$ cat config.mk
export PLATFORM = sky130hd
export DESIGN_NAME = sins_ctrl
export DESIGN_NICKNAME = d
export VERILOG_FILES = /design/src/sv/sins_pkg.sv /design/src/sv/sins_ctrl.sv
export SDC_FILE = /design/constraint.sdc
export NUM_CORES = 1
export LEC_CHECK = 0
export BUFFER_PORTS_ARGS = -buffer_cell sky130_fd_sc_hd__buf_2
export CORE_ASPECT_RATIO = 2
export CORE_MARGIN = 4
export CORE_UTILIZATION = 53
export CTS_CLUSTER_SIZE = 16
export DETAILED_ROUTE_END_ITERATION = 12
export PLACE_DENSITY = 0.78
export SYNTH_ARGS = -nofsm -noshare
export SYNTH_HDL_FRONTEND = slang
export SYNTH_SLANG_ARGS = --single-unit
$ cat constraint.sdc
create_clock -name clk -period 3.8 [get_ports clk]
set_input_delay 0.19 -clock clk [delete_from_list [all_inputs] [get_ports clk]]
set_output_delay 0.19 -clock clk [all_outputs]
set_load 0.01 [all_outputs]
$ cat src/sv/sins_pkg.sv
`timescale 1ns / 1ps
// ----------------------------------------------------------------------------
// sins_pkg
// Shared types, codes and helper functions of the strapdown integrator.
// ----------------------------------------------------------------------------
package sins_pkg;

    // configuration register indexes
    localparam logic [1:0] CFG_GRAV   = 2'd0;
    localparam logic [1:0] CFG_VEL0_X = 2'd1;
    localparam logic [1:0] CFG_VEL0_Y = 2'd2;
    localparam logic [1:0] CFG_VEL0_Z = 2'd3;

    localparam logic [31:0] GRAV_RESET = 32'd642253;

    // operand A sources
    localparam logic [1:0] A_Q   = 2'd0;
    localparam logic [1:0] A_M   = 2'd1;
    localparam logic [1:0] A_LIN = 2'd2;
    localparam logic [1:0] A_VB  = 2'd3;

    // operand B sources
    localparam logic [2:0] B_Q    = 3'd0;
    localparam logic [2:0] B_NEGG = 3'd1;
    localparam logic [2:0] B_VEL  = 3'd2;
    localparam logic [2:0] B_POS  = 3'd3;
    localparam logic [2:0] B_VB   = 3'd4;
    localparam logic [2:0] B_PB   = 3'd5;
    localparam logic [2:0] B_DT   = 3'd6;

    // writeback modes
    localparam logic [2:0] WB_NONE = 3'd0;
    localparam logic [2:0] WB_QP   = 3'd1;
    localparam logic [2:0] WB_MAT  = 3'd2;
    localparam logic [2:0] WB_ROT  = 3'd3;
    localparam logic [2:0] WB_VINT = 3'd4;
    localparam logic [2:0] WB_PINT = 3'd5;

    // rotation destinations
    localparam logic [2:0] DST_GB  = 3'd0;
    localparam logic [2:0] DST_VB  = 3'd1;
    localparam logic [2:0] DST_PB  = 3'd2;
    localparam logic [2:0] DST_VEL = 3'd3;
    localparam logic [2:0] DST_POS = 3'd4;

    // quaternion component slots
    localparam logic [3:0] QW = 4'd0;
    localparam logic [3:0] QX = 4'd1;
    localparam logic [3:0] QY = 4'd2;
    localparam logic [3:0] QZ = 4'd3;

    localparam logic [5:0] LAST_STEP = 6'd56;

    typedef struct packed {
        logic [1:0] a_src;
        logic [3:0] a_idx;
        logic [2:0] b_src;
        logic [1:0] b_idx;
        logic [2:0] mode;
        logic [2:0] dst;
        logic [3:0] didx;
        logic       clr;
        logic       last;
    } uop_t;

    typedef struct packed {
        logic capture;
        logic restart;
        logic out_load;
        uop_t uop;
    } sins_cmd_t;

    function automatic logic signed [31:0] sat32(input logic signed [64:0] v);
        logic signed [31:0] r;
        if (v > 65'sd2147483647)
            r = 32'sh7FFFFFFF;
        else if (v < -65'sd2147483648)
            r = 32'sh80000000;
        else
            r = v[31:0];
        return r;
    endfunction

    function automatic logic signed [31:0] clamp_entry(input logic signed [35:0] v);
        logic signed [31:0] r;
        if (v > 36'sd1073741824)
            r = 32'sd1073741824;
        else if (v < -36'sd1073741824)
            r = -32'sd1073741824;
        else
            r = v[31:0];
        return r;
    endfunction

    // 1 - 2*(p + q)
    function automatic logic signed [31:0] mat_diag(input logic signed [31:0] p,
                                                    input logic signed [31:0] q);
        logic signed [35:0] s;
        s = 36'(p) + 36'(q);
        return clamp_entry(36'sd268435456 - (s <<< 1));
    endfunction

    // 2*(p + q) or 2*(p - q)
    function automatic logic signed [31:0] mat_off(input logic signed [31:0] p,
                                                   input logic signed [31:0] q,
                                                   input logic neg);
        logic signed [35:0] s;
        s = neg ? (36'(p) - 36'(q)) : (36'(p) + 36'(q));
        return clamp_entry(s <<< 1);
    endfunction

    // one multiply of a 3x3 rotation; o runs row-major over (i, j)
    function automatic uop_t rot_uop(input logic [3:0] o, input logic body,
                                     input logic [2:0] bsrc, input logic [2:0] dst);
        uop_t       u;
        logic [1:0] i;
        logic [3:0] jj;
        logic [1:0] j;
        u = '0;
        i = (o >= 4'd6) ? 2'd2 : ((o >= 4'd3) ? 2'd1 : 2'd0);
        jj = o - ({2'b00, i} * 4'd3);
        j = jj[1:0];
        u.a_src = A_M;
        u.a_idx = body ? ({2'b00, j} * 4'd3 + {2'b00, i})
                       : ({2'b00, i} * 4'd3 + {2'b00, j});
        u.b_src = bsrc;
        u.b_idx = j;
        u.mode  = WB_ROT;
        u.dst   = dst;
        u.didx  = {2'b00, i};
        u.clr   = (j == 2'd0);
        u.last  = (j == 2'd2);
        return u;
    endfunction

    // micro-op schedule of one integrate item
    function automatic uop_t sched(input logic [5:0] step);
        uop_t       u;
        logic [1:0] i;
        u = '0;
        i = 2'd0;
        priority if (step < 6'd9) begin
            u.mode = WB_QP;
            u.a_src = A_Q;
            u.b_src = B_Q;
            u.didx = step[3:0];
            u.clr = 1'b1;
            u.last = 1'b1;
            unique case (step[3:0])
                4'd0:    begin u.a_idx = QX; u.b_idx = QX[1:0]; end
                4'd1:    begin u.a_idx = QY; u.b_idx = QY[1:0]; end
                4'd2:    begin u.a_idx = QZ; u.b_idx = QZ[1:0]; end
                4'd3:    begin u.a_idx = QX; u.b_idx = QY[1:0]; end
                4'd4:    begin u.a_idx = QX; u.b_idx = QZ[1:0]; end
                4'd5:    begin u.a_idx = QY; u.b_idx = QZ[1:0]; end
                4'd6:    begin u.a_idx = QW; u.b_idx = QX[1:0]; end
                4'd7:    begin u.a_idx = QW; u.b_idx = QY[1:0]; end
                default: begin u.a_idx = QW; u.b_idx = QZ[1:0]; end
            endcase
        end else if (step == 6'd9) begin
            u.mode = WB_MAT;
            u.last = 1'b1;
        end else if (step < 6'd12) begin
            u.mode = WB_NONE;
        end else if (step < 6'd15) begin
            // only the z row of gravity is nonzero
            i = 2'(step - 6'd12);
            u.a_src = A_M;
            u.a_idx = 4'd6 + {2'b00, i};
            u.b_src = B_NEGG;
            u.mode = WB_ROT;
            u.dst = DST_GB;
            u.didx = {2'b00, i};
            u.clr = 1'b1;
            u.last = 1'b1;
        end else if (step < 6'd24) begin
            u = rot_uop(4'(step - 6'd15), 1'b1, B_VEL, DST_VB);
        end else if (step < 6'd33) begin
            u = rot_uop(4'(step - 6'd24), 1'b1, B_POS, DST_PB);
        end else if (step < 6'd36) begin
            i = 2'(step - 6'd33);
            u.a_src = A_LIN;
            u.a_idx = {2'b00, i};
            u.b_src = B_DT;
            u.mode = WB_VINT;
            u.didx = {2'b00, i};
            u.clr = 1'b1;
            u.last = 1'b1;
        end else if (step < 6'd39) begin
            i = 2'(step - 6'd36);
            u.a_src = A_VB;
            u.a_idx = {2'b00, i};
            u.b_src = B_DT;
            u.mode = WB_PINT;
            u.didx = {2'b00, i};
            u.clr = 1'b1;
            u.last = 1'b1;
        end else if (step < 6'd48) begin
            u = rot_uop(4'(step - 6'd39), 1'b0, B_VB, DST_VEL);
        end else begin
            u = rot_uop(4'(step - 6'd48), 1'b0, B_PB, DST_POS);
        end
        return u;
    endfunction

endpackage

$ cat src/sv/sins_ctrl.sv
`timescale 1ns / 1ps
// ----------------------------------------------------------------------------
// sins_ctrl
// Sequencer: accepts items, steps the micro-op schedule, hands off results.
// ----------------------------------------------------------------------------
module sins_ctrl
    import sins_pkg::*;
(
    input  logic      clk,
    input  logic      rst_n,
    input  logic      in_valid,
    output logic      in_stall,
    input  logic      action,
    output logic      out_valid,
    input  logic      out_stall,
    output sins_cmd_t cmd
);

    localparam logic [1:0] S_IDLE   = 2'd0;
    localparam logic [1:0] S_RUN    = 2'd1;
    localparam logic [1:0] S_DRAIN  = 2'd2;
    localparam logic [1:0] S_FINISH = 2'd3;

    logic [1:0] state_reg, state_next;
    logic [5:0] step_reg, step_next;
    logic       out_valid_reg, out_valid_next;
    logic       accept;
    logic       out_free;

    assign in_stall  = (state_reg != S_IDLE);
    assign accept    = in_valid && (state_reg == S_IDLE);
    assign out_valid = out_valid_reg;
    assign out_free  = !out_valid_reg || !out_stall;

    always_comb
    begin
        state_next = state_reg;
        step_next = step_reg;
        cmd = '0;
        cmd.capture = accept;
        cmd.restart = accept && action;
        unique case (state_reg)
            S_IDLE:
            begin
                if (accept)
                begin
                    state_next = action ? S_FINISH : S_RUN;
                    step_next = '0;
                end
            end
            S_RUN:
            begin
                cmd.uop = sched(step_reg);
                if (step_reg == LAST_STEP)
                begin
                    state_next = S_DRAIN;
                    step_next = '0;
                end
                else
                begin
                    step_next = step_reg + 6'd1;
                end
            end
            S_DRAIN:
            begin
                // let the last two pipeline stages write back
                step_next = step_reg + 6'd1;
                if (step_reg == 6'd1)
                    state_next = S_FINISH;
            end
            default:
            begin
                if (out_free)
                begin
                    cmd.out_load = 1'b1;
                    state_next = S_IDLE;
                end
            end
        endcase
    end

    always_comb
    begin
        out_valid_next = out_valid_reg;
        if (cmd.out_load)
            out_valid_next = 1'b1;
        else if (out_valid_reg && !out_stall)
            out_valid_next = 1'b0;
    end

    always_ff @(posedge clk or negedge rst_n)
    begin
        if (!rst_n)
        begin
            state_reg <= S_IDLE;
            step_reg <= '0;
            out_valid_reg <= 1'b0;
        end
        else
        begin
            state_reg <= state_next;
            step_reg <= step_next;
            out_valid_reg <= out_valid_next;
        end
    end

endmodule

==> impl_metrics.py <==
metrics = {
    "run_status": {
        "status": "complete, but fails checks",
        "violations": "setup timing",
    },
    "sta": {
        "final.period_utilization": 1.02,
        "setup_viol": 1,
        "holdWs_ns": 0.210,
        "setup_total_negative_slack_ns": -0.0723,
        "slew_viol_final": 0,
        "tightestPinTransition_ns": 0.878,
        "fmax_mhz": 258,
        "hold_viol_final": 0,
        "setup_repair_after_global_routing_missed_its_margin": "yes",
        "final_worst_clock_skew_ns": 0.00376,
        "relSlewSlack": 0.415,
        "setup_slack_ns": -0.0723,
        "post-route-min-period_ns": 3.87,
    },
    "layout": {
        "largest_reg_flops": 6,
        "insertedDiodeCount": 0,
        "final_core_utilization": 0.695,
        "final_area_mm2": 0.00287,
        "layout-drive-gt1-share": 0.315,
        "final_net_count": 403,
        "post_layout_nonfiller_instances": 420,
        "area_growth_synth_to_finish_pct": 25.3,
    },
    "placed_design": {
        "postPlaceCellArea_mm2": 0.00254,
        "routabilityCongestion": 0.998,
        "post-place-ws_ns": 0.00983,
        "place.port_buffers": 32,
        "post_detailed_placement_half_perimeter_wirelength_um": 5860,
        "dp.cells": 399,
    },
    "synth": {
        "synth_area_leaders": "ha_1, dfrtp_1, a21oi_1, fa_1, nand2_1",
        "distinct_cell_type_count_of_the_synthesized_netlist": 65,
        "synth-warning-count": 0,
        "synth-edff-count": 0,
        "ys_seq_elements": 9,
        "ys_dominant_reg_cell": "dfrtp_1",
        "synth_area_leader_cell": "ha_1",
        "synth_fp_nets": 352,
        "async_reset_ff_frac": 1.00,
        "summed_instance_area_of_the_synthesized_netlist_mm2": 0.00229,
        "syn-mean-instance-area_um2": 7.20,
        "synth-seq-area-share": 0.0983,
        "synth.top_cell.area_share": 0.126,
        "synthesis.instances": 318,
    },
    "floorplanning": {
        "die_height_um": 101,
        "initial_core_utilization": 0.555,
        "die_area_mm2": 0.00550,
        "chip_width_um": 54.5,
        "design.core.area_mm2": 0.00413,
        "pin_count": 33,
        "rows": 33,
    },
    "clocking": {
        "clock_transition_at_the_registers_of_the_reported_paths_ns": 0.04,
        "cts.sinks": 9,
        "cts_inserted_buffers": 3,
        "number_of_buffers_on_the_longest_clock_path": 2,
        "clock_tree_from_tritoncts": "built",
        "clock_tree.htree_level_count": 1,
        "insertion_delay_ns": 0.23,
        "cell_chosen_for_the_clock_root": "clkbuf_8",
    },
    "global_route": {
        "grt_remaining_overflow": 0,
        "grtUsageTotal": 0.335,
        "antenna_found_initial": 0,
        "pin_count_of_the_biggest_net_entering_global_routing": 26,
        "grt_pass1_vias": 2740,
        "grt_first_pass_wirelength_um": 13600,
    },
    "routing": {
        "via_count": 2802,
        "ant_nets": 0,
        "detailedRoute.firstPassIterationCount": 6,
        "avgRoutedWirePerCell_um": 19.8,
        "drc_errors": 0,
        "dr.first_iter.drc_count": 196,
        "wirelength_um": 8300,
        "drt-vias-per-instance": 6.67,
    },
    "pwr": {
        "leak_nw": 1.28,
        "power_density_mw_per_mm2": 533,
        "vdd.ir_drop.worst_mv": 0.498,
        "power.total_mw": 1.53,
    },
    "job": {
        "max_cap_violations": 0,
    },
    "worst_setup_path": {
        "critical_path.max_fanout": 4,
        "cp.arrival_ns": 3.68,
        "startpoint_type": "flip-flop",
        "crit_path_end_kind": "output pin",
        "critical_path_class": "flip-flop to output pin",
        "wp_data_required_ns": 3.61,
    },
    "min_path": {
        "worstHoldPathType": "primary input to flip-flop",
    },
}
final timing paths:
check	start	to	slack, ns	depth (start not counted)
max	step_reg[0]	cmd[19]	-0.07	14
min	out_stall	out_valid	0.21	3
max reg2reg	step_reg[5]	state_reg[1]	1.39	5
min reg2reg	out_valid	out_valid	0.54	2
max in group asynchronous	rst_n	step_reg[2]	3.26	2
min in group asynchronous	rst_n	out_valid	0.34	2
what timing repair did:
action | in CTS | in global routing
setup endpoints to repair | 2 | 3
buffers inserted | 13 | 3
hold buffers | 1 | 0
pin swaps | 15 | 9
endpoints found under the hold margin | 9 | 0
gates resized for setup | 22 | 13
area by class of cell:
cell class	count	area, um^2
timing repair buffer	71	459
clock buffer	4	45.0
fill	333	1260
tap	52	65.1
sequential	9	229
multi-input combinational	266	2000
inverter	18	71.3
worst max-delay path, cell delays in order, from the launching register on:
cell and delay, ns:
dfrtp_2 0.45, ha_4 0.20, xor2_4 0.19, mux2i_4 0.33
nor2_2 0.09, ha_2 0.19, xnor2_2 0.14, a21boi_2 0.17
or2_4 0.25, fa_1 0.51, and2_4 0.13, fa_1 0.41
o221ai_2 0.20, nor2_1 0.05, buf_2 0.13
power by group:
group / switching, mW / internal (mW)
clock: 0.0369 / 0.0730
combinational: 0.723 / 0.545
sequential: 0.0281 / 0.123
total: 0.788 / 0.741
Yosys cell counts (3+ instances only):
library cell  count
buf_4             4
o22ai_1           3
buf_2            14
a31oi_1           6
and3_1            3
nand2b_1         13
a21oi_1          25
a21o_1            4
o21a_1            5
xor2_1            5
nor3_1           12
nand3_1          11
and2_1            5
or3_1             3
or2_2             3
o21ai_0          18
fa_1              6
buf_6             5
o31a_1            3
o31ai_1           3
mux2i_1           4
nor3b_1           3
ha_1             23
dfrtp_1           9
nand2_1          29
inv_1            18
nor2_1           27
xnor2_1           3
o211ai_1          5
layout by cell type (no fill, tap or decap), types with 6 or more instances in the layout:
cell type	netlist	layout
dfrtp_1	9	6
o21ai_0	18	16
buf_2	14	32
buf_4	4	37
ha_1	23	17
a31oi_1	6	6
nand2b_1	13	13
nand3_1	11	11
inv_1	18	16
nand2_1	29	29
nor3_1	12	12
nor2_1	27	23
a21oi_1	25	23
cells by family (layout without fill, tap and decap cells):
kind of cell             after synthesis  in the layout  synth area share
adder cells (fa/ha/maj)               29             29             0.178
AO/OA/AOI/OAI                        100            100             0.292
XOR/XNOR                               9              9            0.0377
buffers and inverters                 43             93             0.101
flip-flops                             9              9            0.0983
multiplexers                           5              5            0.0224
AND/OR/NAND/NOR                      123            123             0.271
layer usage:
layer  vias to the layer above  wire (um)  global-route usage
met5                         -          0                   0
met2                       214       4190               0.555
met3                        71        658              0.0726
met1                      1283       2740               0.359
met4                         0        707               0.226
li1                       1234          -                   -
No activity file was read; power rests on OpenSTA's default activity.
